--- src/rtl/tmcw_pkg.sv ---
// Shared types and constants of the text-mode console writer.
package tmcw_pkg;

  localparam int COLUMNS_DEF = 80;
  localparam int ROWS_DEF    = 25;

  localparam logic [7:0]  CH_NEWLINE = 8'd10;
  localparam logic [7:0]  CH_RETURN  = 8'd13;
  localparam logic [7:0]  CH_TAB     = 8'd9;
  localparam logic [7:0]  CH_BLANK   = 8'h20;
  localparam logic [15:0] RESET_CELL = 16'h0720;
  localparam logic [3:0]  RESET_FG   = 4'h7;
  localparam logic [3:0]  RESET_BG   = 4'h0;

  localparam int IDX_W = 2;
  localparam logic [IDX_W-1:0] REG_FG = 2'd0;
  localparam logic [IDX_W-1:0] REG_BG = 2'd1;

  typedef enum logic [1:0] {
    OP_PUT   = 2'd0,
    OP_SET   = 2'd1,
    OP_CLEAR = 2'd2,
    OP_READ  = 2'd3
  } op_t;

  typedef enum logic [1:0] {
    SW_INIT   = 2'd0,
    SW_CLEAR  = 2'd1,
    SW_COPY   = 2'd2,
    SW_BOTTOM = 2'd3
  } sweep_t;

  typedef enum logic [2:0] {
    ST_INIT,
    ST_IDLE,
    ST_EXEC,
    ST_CLEAR,
    ST_COPY,
    ST_BOTTOM,
    ST_RESULT
  } state_t;

  typedef struct packed {
    logic   load;
    logic   put;
    logic   set;
    logic   home;
    logic   rd_issue;
    logic   sweep_start;
    logic   sweep;
    sweep_t mode;
    logic   out_load;
  } cmd_t;

  typedef struct packed {
    op_t  op;
    logic need_scroll;
    logic fill_last;
    logic copy_last;
    logic out_free;
  } status_t;

endpackage

--- src/rtl/tmcw_ctrl.sv ---
// Controller state machine of the console writer.
module tmcw_ctrl (
  input  logic             clk,
  input  logic             rst,
  input  logic             in_valid,
  output logic             in_ready,
  input  tmcw_pkg::status_t stat,
  output tmcw_pkg::cmd_t   cmd
);
  import tmcw_pkg::*;

  state_t state, state_next;

  always_ff @(posedge clk) begin
    if (rst) begin
      state <= ST_INIT;
    end else begin
      state <= state_next;
    end
  end

  always_comb begin
    state_next = state;
    cmd        = '0;
    in_ready   = 1'b0;
    case (state)
      ST_INIT: begin
        cmd.sweep = 1'b1;
        cmd.mode  = SW_INIT;
        if (stat.fill_last) begin
          state_next = ST_IDLE;
        end
      end
      ST_IDLE: begin
        in_ready = 1'b1;
        if (in_valid) begin
          cmd.load   = 1'b1;
          state_next = ST_EXEC;
        end
      end
      ST_EXEC: begin
        case (stat.op)
          OP_PUT: begin
            cmd.put = 1'b1;
            if (stat.need_scroll) begin
              cmd.sweep_start = 1'b1;
              cmd.mode        = SW_COPY;
              state_next      = ST_COPY;
            end else begin
              state_next = ST_RESULT;
            end
          end
          OP_SET: begin
            cmd.set    = 1'b1;
            state_next = ST_RESULT;
          end
          OP_CLEAR: begin
            cmd.home        = 1'b1;
            cmd.sweep_start = 1'b1;
            cmd.mode        = SW_CLEAR;
            state_next      = ST_CLEAR;
          end
          default: begin
            cmd.rd_issue = 1'b1;
            state_next   = ST_RESULT;
          end
        endcase
      end
      ST_CLEAR: begin
        cmd.sweep = 1'b1;
        cmd.mode  = SW_CLEAR;
        if (stat.fill_last) begin
          state_next = ST_RESULT;
        end
      end
      ST_COPY: begin
        if (stat.copy_last) begin
          cmd.sweep_start = 1'b1;
          cmd.mode        = SW_BOTTOM;
          state_next      = ST_BOTTOM;
        end else begin
          cmd.sweep = 1'b1;
          cmd.mode  = SW_COPY;
        end
      end
      ST_BOTTOM: begin
        cmd.sweep = 1'b1;
        cmd.mode  = SW_BOTTOM;
        if (stat.fill_last) begin
          state_next = ST_RESULT;
        end
      end
      ST_RESULT: begin
        in_ready = stat.out_free;
        if (stat.out_free) begin
          cmd.out_load = 1'b1;
          if (in_valid) begin
            cmd.load   = 1'b1;
            state_next = ST_EXEC;
          end else begin
            state_next = ST_IDLE;
          end
        end
      end
      default: begin
        state_next = ST_IDLE;
      end
    endcase
  end

endmodule

--- config.mk ---
export PLATFORM = sky130hd
export DESIGN_NAME = tmcw_ctrl
export DESIGN_NICKNAME = d
export VERILOG_FILES = /design/src/rtl/tmcw_pkg.sv /design/src/rtl/tmcw_ctrl.sv
export SDC_FILE = /design/constraint.sdc
export NUM_CORES = 1
export LEC_CHECK = 0
export BUFFER_PORTS_ARGS = -buffer_cell sky130_fd_sc_hd__buf_2
export CAP_MARGIN = 0
export CORE_AREA = 3 3 40 42
export CTS_BUF_LIST = sky130_fd_sc_hd__clkbuf_8
export DETAILED_ROUTE_END_ITERATION = 7
export DIE_AREA = 0 0 43 45
export GPL_TIMING_DRIVEN = 1
export HOLD_SLACK_MARGIN = 0.06
export PLACE_DENSITY = 0.6
export SKIP_LAST_GASP = 1
export SYNTH_ARGS = -nofsm -noshare
export SYNTH_HDL_FRONTEND = slang
export SYNTH_SLANG_ARGS = --single-unit
--- constraint.sdc ---
create_clock -name clk -period 1.4 [get_ports clk]
set_clock_uncertainty 0.05 [all_clocks]
set_input_delay 0.07 -clock clk [delete_from_list [all_inputs] [get_ports clk]]
set_output_delay 0.07 -clock clk [all_outputs]
set_load 0.02 [all_outputs]
==> results.yml, run 1 <==
run_status:
  status: "finished, violations left"
  violations: "negative setup slack"
timing:
  min_period_over_period_pct: 101
  holdWs_ps: 178
  relSlewSlack_pct: 83.7
  max_freq_ghz: 0.705
  fin_ws_ps: -18.4
  final-setup-viol-count: 1
  tightest_slew_ps: 244
  min_period_ps: 1420
  rsz0062_at_grt: "yes"
  finalMaxSlewViolations: 0
  finalHoldViolations: 0
cells_and_area:
  top_regs: "state: 3 flops"
  layout_commonest_cell: "buf_2"
  fill_cells: 111
  drive_above_1_share_pct: 57.6
  multi_input_area_um2: 410
  seq_area_um2: 71.3
  nets: 102
  finalInstanceArea_um2: 815
  areaGrowthSynthToFinish_pct: 90.9
  mostFrequentLayoutCells: "buf_2 (16), buf_4 (11), nor2_1 (5), o21ai_0 (5), a21oi_1 (5)"
  largest_register: "state"
  largest_reg_flops: 3
  n_antenna_cell: 0
clocking:
  numCtsBuffers: 3
  cts_tree: "built"
  h-tree-depth: 1
  clk_latency_ps: 210
  clkTransAtPathRegs_ps: 30
  cts_root_buffer: "clkbuf_8"
  cts_sinks: 3
  cts_buffer_depth: 2
worst_setup_path:
  worstPathArrival_ps: 1300
  crit_start: "state[0]"
  crit_type: "reg2out"
  endpoint_kind: "primary output"
  reg2reg_from: "state[2]"
  cp.required_ps: 1280
  cp-start-kind: "register"
  cp_max_fo: 8
power_and_ir_drop:
  p_int_mw: 0.788
  seq_power_share_pct: 13.6
  p_leak_nw: 0.371
  p_total_mw: 1.40
  p_clk_share_pct: 17.0
  combPwrFrac_pct: 69.4
  peakVddDrop_mv: 0.822
  powerDensity_nw_per_um2: 1720
  power.switching_mw: 0.617
  swShare_pct: 43.9
drt:
  routed-via-count: 572
  post_drt_wl_per_cell_um: 14.2
  first_iter_violations: 26
  routed_wl_mm: 1.52
  vias_per_cell: 5.35
  first_pass_iters: 4
  ant_nets: 0
  drcViolationCount: 0
yosys:
  syn_area_per_cell_um2: 7.11
  ys_types: 31
  syn_nets: 69
  synthTopCellsByArea: "dfxtp_1 (14%), a21oi_1 (5.9%), o21ai_0 (5.9%)"
  synth_warnings: 0
  ys_seq_area_share_pct: 14.1
  synth_area_um2: 427
  synth_area_leader_cell: "dfxtp_1"
  synth_top_area_share_pct: 14.1
  synth_cells: 60
  synth.ff_latch_count: 3
global_routing:
  grt-ovfl-total: 0
  antenna_found_initial: 0
  grt_pass1_wl_mm: 2.08
  grt_max_degree: 12
  grt_pass1_vias: 500
  groute.usage.overall_pct: 13.8
floorplan:
  io_pins: 20
  fp.dieH_um: 45
  die_w_um: 43
  core_um2: 1280
  rows: 13
  initial_core_util_pct: 33.2
  die-area_um2: 1940
hold_path:
  holdCritPathClass: "in2reg"
  min-delay-start: "stat[0]"
placed_design:
  place_congestion: 0.768
  hpwl_um: 960
  port_buffers: 19
  place_ws_ps: 100
  place_area_um2: 578
run:
  cap_violations: 0
[per-layer routing]
metal | up-vias | track usage (%) | routed length (µm)
met5 | - | 0 | 0
met4 | 0 | 1.81 | 30
met3 | 4 | 3.59 | 70
met2 | 20 | 24.3 | 768
met1 | 263 | 17.5 | 653
li1 | 285 | - | -
[power groups by stage]
stage / sequential, mW / clock, mW / combinational [mW]
after floorplan: 0.125 / 0 / 0.525
after global placement: 0.153 / 0 / 0.702
after detailed placement: 0.153 / 0 / 0.698
after CTS: 0.170 / 0.246 / 0.758
after global routing: 0.196 / 0.251 / 1.05
final: 0.191 / 0.239 / 0.974
[worst max-delay path, cell delays in order (launching register included)]
cell	delay (ps)
dfxtp_4	360
buf_6	130
nor3b_4	200
o21bai_4	150
and2_4	150
buf_6	100
[cell families (layout without fill, tap and decap cells)]
kind of cell	count (synthesis)	after routing	share of synthesized area (%)
buf+inv	8	40	9.68
mux	1	1	2.35
simple gates	27	27	38.1
compound gates	19	19	31.7
xor+xnor	2	2	4.11
flops	3	3	14.1
[cell type report]
class                      instances  area share (%)
multi-input combinational         49            50.4
timing repair buffer              33            30.7
sequential                         3            8.76
clock buffer                       3            5.07
inverter                           3            2.30
tap                               15            2.30
clock inverter                     1           0.461
[stage by stage]
| step | util, % | TNS (ps) | std cells |
|---|---|---|---|
| 5_1_grt | 63.4 | -258 | 107 |
| 6_report | 63.4 | -18.4 | 107 |
| 2_1_floorplan | - | -127 | 60 |
| 3_5_place_dp | 45.0 | 0 | 95 |
| 4_1_cts | 52.5 | 0 | 100 |
| 3_3_place_gp | 45.0 | 0 | 95 |
[cells in the mapped netlist]
cell type,count
and2_1,1
o211ai_1,2
o21ai_0,5
mux2i_1,1
a2bb2oi_2,1
nand2b_1,2
and4_1,1
xnor2_1,2
nand4_1,1
o32ai_1,1
nor2_1,6
o21bai_1,1
inv_1,2
nor4b_1,1
a21oi_1,5
buf_4,2
dfxtp_1,3
a41oi_2,1
a221o_1,1
inv_2,1
nor4_1,1
or2_2,1
o22ai_1,1
nor2b_1,2
a31oi_1,1
nand2_1,5
nor3b_2,1
nand3b_1,3
buf_2,3
and3_1,1
and4bb_1,1
[what timing repair did]
action	CTS	global route
cloned	0	1
hold buffers	1	0
buffers inserted	0	6
gates resized for setup	14	17
hold endpoints to repair	2	0
endpoints found under the setup margin	7	7
pin swaps	0	6
[path summary, 6_finish.rpt]
check / to / slack (ps) / depth (start not counted)
max: cmd[9] / -20 / 5
min: state[2] / 180 / 4
max reg2reg: state[1] / 20 / 6
min reg2reg: state[2] / 630 / 3
No activity file was read; power rests on OpenSTA's default activity.
==> run 2: changes to the inputs <==
- ABC_AREA: not set -> 1
- CTS_BUF_LIST: sky130_fd_sc_hd__clkbuf_8 -> not set
- PLACE_DENSITY: 0.6 -> 0.59
==> run 2 against run 1 <==
Register-to-register slack improved by 140 ps. Sequential cell count did not move. Critical path type unchanged. Power increased by 16%. Global-route usage down 1.6 points. The run now ends clean. Core utilization fell by 13 points. Clock-buffer cell count up 1. First-iteration DRC count decreased by 54%.
==> results.yml, run 2 <==
run_status:
  status: "finished, final reports clean"
cells_and_area:
  drive_above_1_share_pct: 52.0
  fill_cells: 129
  areaGrowthSynthToFinish_pct: 55.1
  top_regs: "state: 3 flops"
  final_cells: 113
  largest_reg_flops: 3
  seq_area_um2: 67.6
  largest_register: "state"
  utilization_pct: 50.1
  mostFrequentLayoutCells: "nand2_1 (16), buf_2 (16), nor2_1 (9)"
  n_antenna_cell: 0
  nets: 108
  finalInstanceArea_um2: 644
  multi_input_area_um2: 327
timing:
  fin_ws_ps: 30.5
  finalMaxSlewViolations: 0
  tightest_slew_ps: 184
  setup_tns_ps: 0
  min_period_over_period_pct: 97.8
  max_freq_ghz: 0.730
  rsz0062_at_grt: "yes"
  finalHoldViolations: 0
  min_period_ps: 1370
  holdWs_ps: 234
  relSlewSlack_pct: 87.7
  final-setup-viol-count: 0
placed_design:
  place_congestion: 0.801
  place_area_um2: 531
  place_ws_ps: 5.60
  port_buffers: 19
  hpwl_um: 843
  numPlacedInstances: 103
run:
  cap_violations: 0
yosys:
  synth_warnings: 0
  ys_seq_area_share_pct: 14.5
  synth_cells: 70
  yosysMostFrequentCell: "nand2_1"
  synth_area_leader_cell: "dfxtp_1"
  synth_compound_area_share_pct: 7.83
  synth.ff_latch_count: 3
  yosys.area_share.adder_pct: 0
  async_reset_ff_share_pct: 0
  synth_xor_area_share_pct: 0
  synth_common_cells: "nand2_1 (16), nor2_1 (10), inv_1 (8), nand3_1 (5)"
  synth_area_um2: 415
  synth_edf_count: 0
  synth_top_area_share_pct: 14.5
  ys_types: 20
  synth.mux.area_fraction_pct: 0
  synthTopCellsByArea: "dfxtp_1 (14%), nand2_1 (14%), nor2_1 (9.0%)"
  synth_top_family_by_area: "simple AND/OR/NAND/NOR gates"
  synth-simple-area-share_pct: 62.3
  syn_area_per_cell_um2: 5.93
  synth_ff_type: "dfxtp_1"
  syn_nets: 79
clocking:
  cts_buffer_depth: 2
  clk_latency_ps: 230
  numCtsBuffers: 3
  cts_root_buffer: "clkbuf_4"
  cts_sinks: 3
  clkTransAtPathRegs_ps: 30
  cts_tree: "built"
  h-tree-depth: 1
floorplan:
  fp.dieH_um: 45
  initial_core_util_pct: 32.3
  die-area_um2: 1940
  io_pins: 20
  die_w_um: 43
  core_um2: 1280
  rows: 13
power_and_ir_drop:
  p_total_mw: 1.62
  peakVddDrop_mv: 1.06
  powerDensity_nw_per_um2: 2520
  p_leak_nw: 0.359
worst_setup_path:
  endpoint_kind: "primary output"
  cp_max_fo: 5
  cp.required_ps: 1280
  cp-start-kind: "register"
  rr_worst_depth: 7
  rrSetupSlack_ps: 160
  cp_cell_sequence: "inv_6 > nand3_4 > nor3_4 > nand2_1 > o21ai_0 > buf_2"
  crit_start: "state[2]"
  reg2reg_from: "state[1]"
  crit_path_max_incr_delay_ps: 370
  crit_type: "reg2out"
  timing.rr.end: "state[0]"
  crit_path_end: "cmd[2]"
  crit_slowest_cell: "dfxtp_4"
  worstPathArrival_ps: 1250
drt:
  drcViolationCount: 0
  routed_wl_mm: 1.10
  routed-via-count: 534
  first_iter_violations: 12
  vias_per_cell: 4.73
  ant_nets: 0
  post_drt_wl_per_cell_um: 9.72
  first_pass_iters: 6
global_routing:
  grt_pass1_wl_mm: 1.85
  grt-ovfl-total: 0
  grt_pass1_vias: 452
  antenna_found_initial: 0
  grt_max_degree: 10
  groute.usage.overall_pct: 12.2
hold_path:
  holdCritPathClass: "in2reg"
  min-delay-start: "stat[2]"
[run 2: routing by layer]
layer / GRT usage (%) / vias up / part of all wire [%]
met5: 0 / - / 0
met4: 1.81 / 0 / 0
met3: 3.98 / 0 / 5.4
met2: 21.0 / 18 / 51
met1: 15.4 / 237 / 44
li1: - / 279 / -
[run 2: cell type report]
cell class	count	area share, %
clock buffer	4	4.08
inverter	12	7.77
multi-input combinational	53	50.7
sequential	3	10.5
tap	15	2.91
timing repair buffer	26	24.1
[run 2: worst min-delay path by stage]
stage / endpoint / slack [ps] / cells after the start
2_1_floorplan: cmd[8] / 130 / 1
3_3_place_gp: state[1] / 280 / 4
3_5_place_dp: state[2] / 290 / 4
4_1_cts: state[2] / 230 / 5
5_1_grt: state[1] / 270 / 5
6_report: state[2] / 230 / 5
[run 2: cell families after synthesis]
logic type / count (synthesis)
flip-flops: 3
buffers and inverters: 14
AO/OA/AOI/OAI: 6
AND/OR/NAND/NOR: 47
[run 2: timing repair]
action                                  4_1_cts  5_1_grt
gates cloned                                  0        0
hold buffers                                  1        0
pin swaps                                     0        3
endpoints found under the setup margin       11        6
endpoints found under the hold margin         3        0
gates resized for setup                       7        6
buffers inserted                              1        4
[run 2: power by group]
part           switching, mW  internal, mW
Combinational          0.737         0.493
Clock                 0.0434         0.107
Sequential            0.0928         0.151
[run 2: worst max-delay path: cells and delay by family, from the launching register on]
kind	cells	cell delay, ps
and+or+nand+nor	3	320
DFF	1	370
AOI/OAI and AO/OA	1	70
buffers and inverters	2	260
==> run 3: changes to the inputs <==
- GPL_ROUTABILITY_DRIVEN: not set -> 1
- clock period: 1.4 -> 1.5 ns (I/O delays scaled with it)
==> run 3 against run 2 <==
Sequential cell count unchanged. Combinational power down 8%. Core utilization up 0.58 points. Via count down 3.6%. Power down 5.6%. Worst setup slack better by 34 ps. Non-clock buffer count up 1.
==> results.yml, run 3 (same netlist as run 2, synthesis figures left out) <==
timing:
  final-setup-viol-count: 0
  setup_tns_ps: 0
  tightest_slew_ps: 183
  finalMaxSlewViolations: 0
  relSlewSlack_pct: 87.8
  max_freq_ghz: 0.697
  rsz0062_at_grt: "yes"
  min_period_over_period_pct: 95.7
  min_period_ps: 1440
  finalHoldViolations: 0
cells_and_area:
  fill_cells: 137
  n_antenna_cell: 0
  largest_reg_flops: 3
  areaGrowthSynthToFinish_pct: 56.9
  utilization_pct: 50.7
  finalInstanceArea_um2: 652
  drive_above_1_share_pct: 51.5
  top_regs: "state: 3 flops"
  nets: 109
  layout_commonest_cell: "buf_2"
  mostFrequentLayoutCells: "buf_2 (18), nand2_1 (16), nor2_1 (9)"
  largest_register: "state"
  final_cells: 114
drt:
  drcViolationCount: 0
  vias_per_cell: 4.52
  first_iter_violations: 6
  first_pass_iters: 4
  routed-via-count: 515
  routed_wl_mm: 1.10
  post_drt_wl_per_cell_um: 9.63
  ant_nets: 0
worst_setup_path:
  worstPathArrival_ps: 1310
  crit_buf_inv: 3
  cp.required_ps: 1370
  endpoint_kind: "primary output"
  cp_max_fo: 8
  crit_path_max_incr_delay_ps: 370
  crit_type: "reg2out"
  cp_cell_sequence: "buf_4 > nor2_4 > inv_2 > nand2_2 > nand2_1 > nand2_1 > buf_2"
  cp_common_cell: "nand2_1"
  critPathTopFamily: "flip-flops"
  cp-start-kind: "register"
  crit_slowest_cell: "dfxtp_4"
global_routing:
  groute.usage.overall_pct: 11.1
  antenna_found_initial: 0
  grt-ovfl-total: 0
  grt_pass1_vias: 446
  grt_max_degree: 9
  grt_pass1_wl_mm: 1.64
clocking:
  cts_root_buffer: "clkbuf_4"
  h-tree-depth: 1
  cts_buffer_depth: 2
  clkTransAtPathRegs_ps: 40
  numCtsBuffers: 3
  cts_tree: "built"
  clk_latency_ps: 230
  cts_sinks: 3
run:
  cap_violations: 0
power_and_ir_drop:
  peakVddDrop_mv: 1.19
  p_total_mw: 1.53
  powerDensity_nw_per_um2: 2350
  p_leak_nw: 0.369
placed_design:
  place_congestion: 0.738
  place_area_um2: 529
  hpwl_um: 817
  port_buffers: 19
  numPlacedInstances: 104
floorplan:
  core_um2: 1280
  initial_core_util_pct: 32.3
  fp.dieH_um: 45
  die-area_um2: 1940
  die_w_um: 43
  io_pins: 20
  rows: 13
hold_path:
  holdCritPathClass: "in2reg"
run_status:
  status: "finished, final reports clean"
[run 3: final cells by class]
type / instances / area (µm²) / area share (%)
Multi-Input combinational cell: 53 / 323 / 49.5
Timing Repair Buffer: 27 / 160 / 24.6
Clock buffer: 4 / 26.3 / 4.03
Inverter: 12 / 52.6 / 8.06
Tap cell: 15 / 18.8 / 2.88
Sequential cell: 3 / 71.3 / 10.9
[run 3: metrics by stage]
step | hold slack [ps] | worst slack, ps
CTS | 226 | 34.8
global route | 281 | -33.3
finish | 235 | 64.7
global placement | 286 | 178
floorplan | 155 | 69.8
detailed placement | 298 | 145
[run 3: worst paths after layout]
check / end / slack (ps) / depth (start not counted) / start
min: state[1] / 240 / 5 / stat[2]
min reg2reg: state[2] / 580 / 4 / state[2]
max reg2reg: state[1] / 190 / 9 / state[1]
max: cmd[3] / 60 / 7 / state[1]
[run 3: per-layer routing]
metal | global-route usage, % | part of all wire, % | up-vias
li1 | - | - | 281
met4 | 7.23 | 0 | 0
met1 | 14.2 | 41 | 220
met5 | 0 | 0 | -
met3 | 1.59 | 5.6 | 0
met2 | 17.4 | 53 | 14
[run 3: power by group]
part	switching (mW)	internal (mW)
combinational	0.664	0.462
sequential	0.118	0.151
clock	0.0395	0.0995
total	0.821	0.712
[run 3: what timing repair did]
item                                   CTS  global route
setup endpoints to repair                4             4
setup buffers                            0             5
gates resized for setup                  3            13
hold buffers                             1             0
endpoints found under the hold margin    3             0
pin swaps                                0             4
[run 3: tightest hold or removal path: cells and delay by family]
family / cells / cell delay (ps)
buffers and inverters: 1 / 70
and+or+nand+nor: 4 / 340
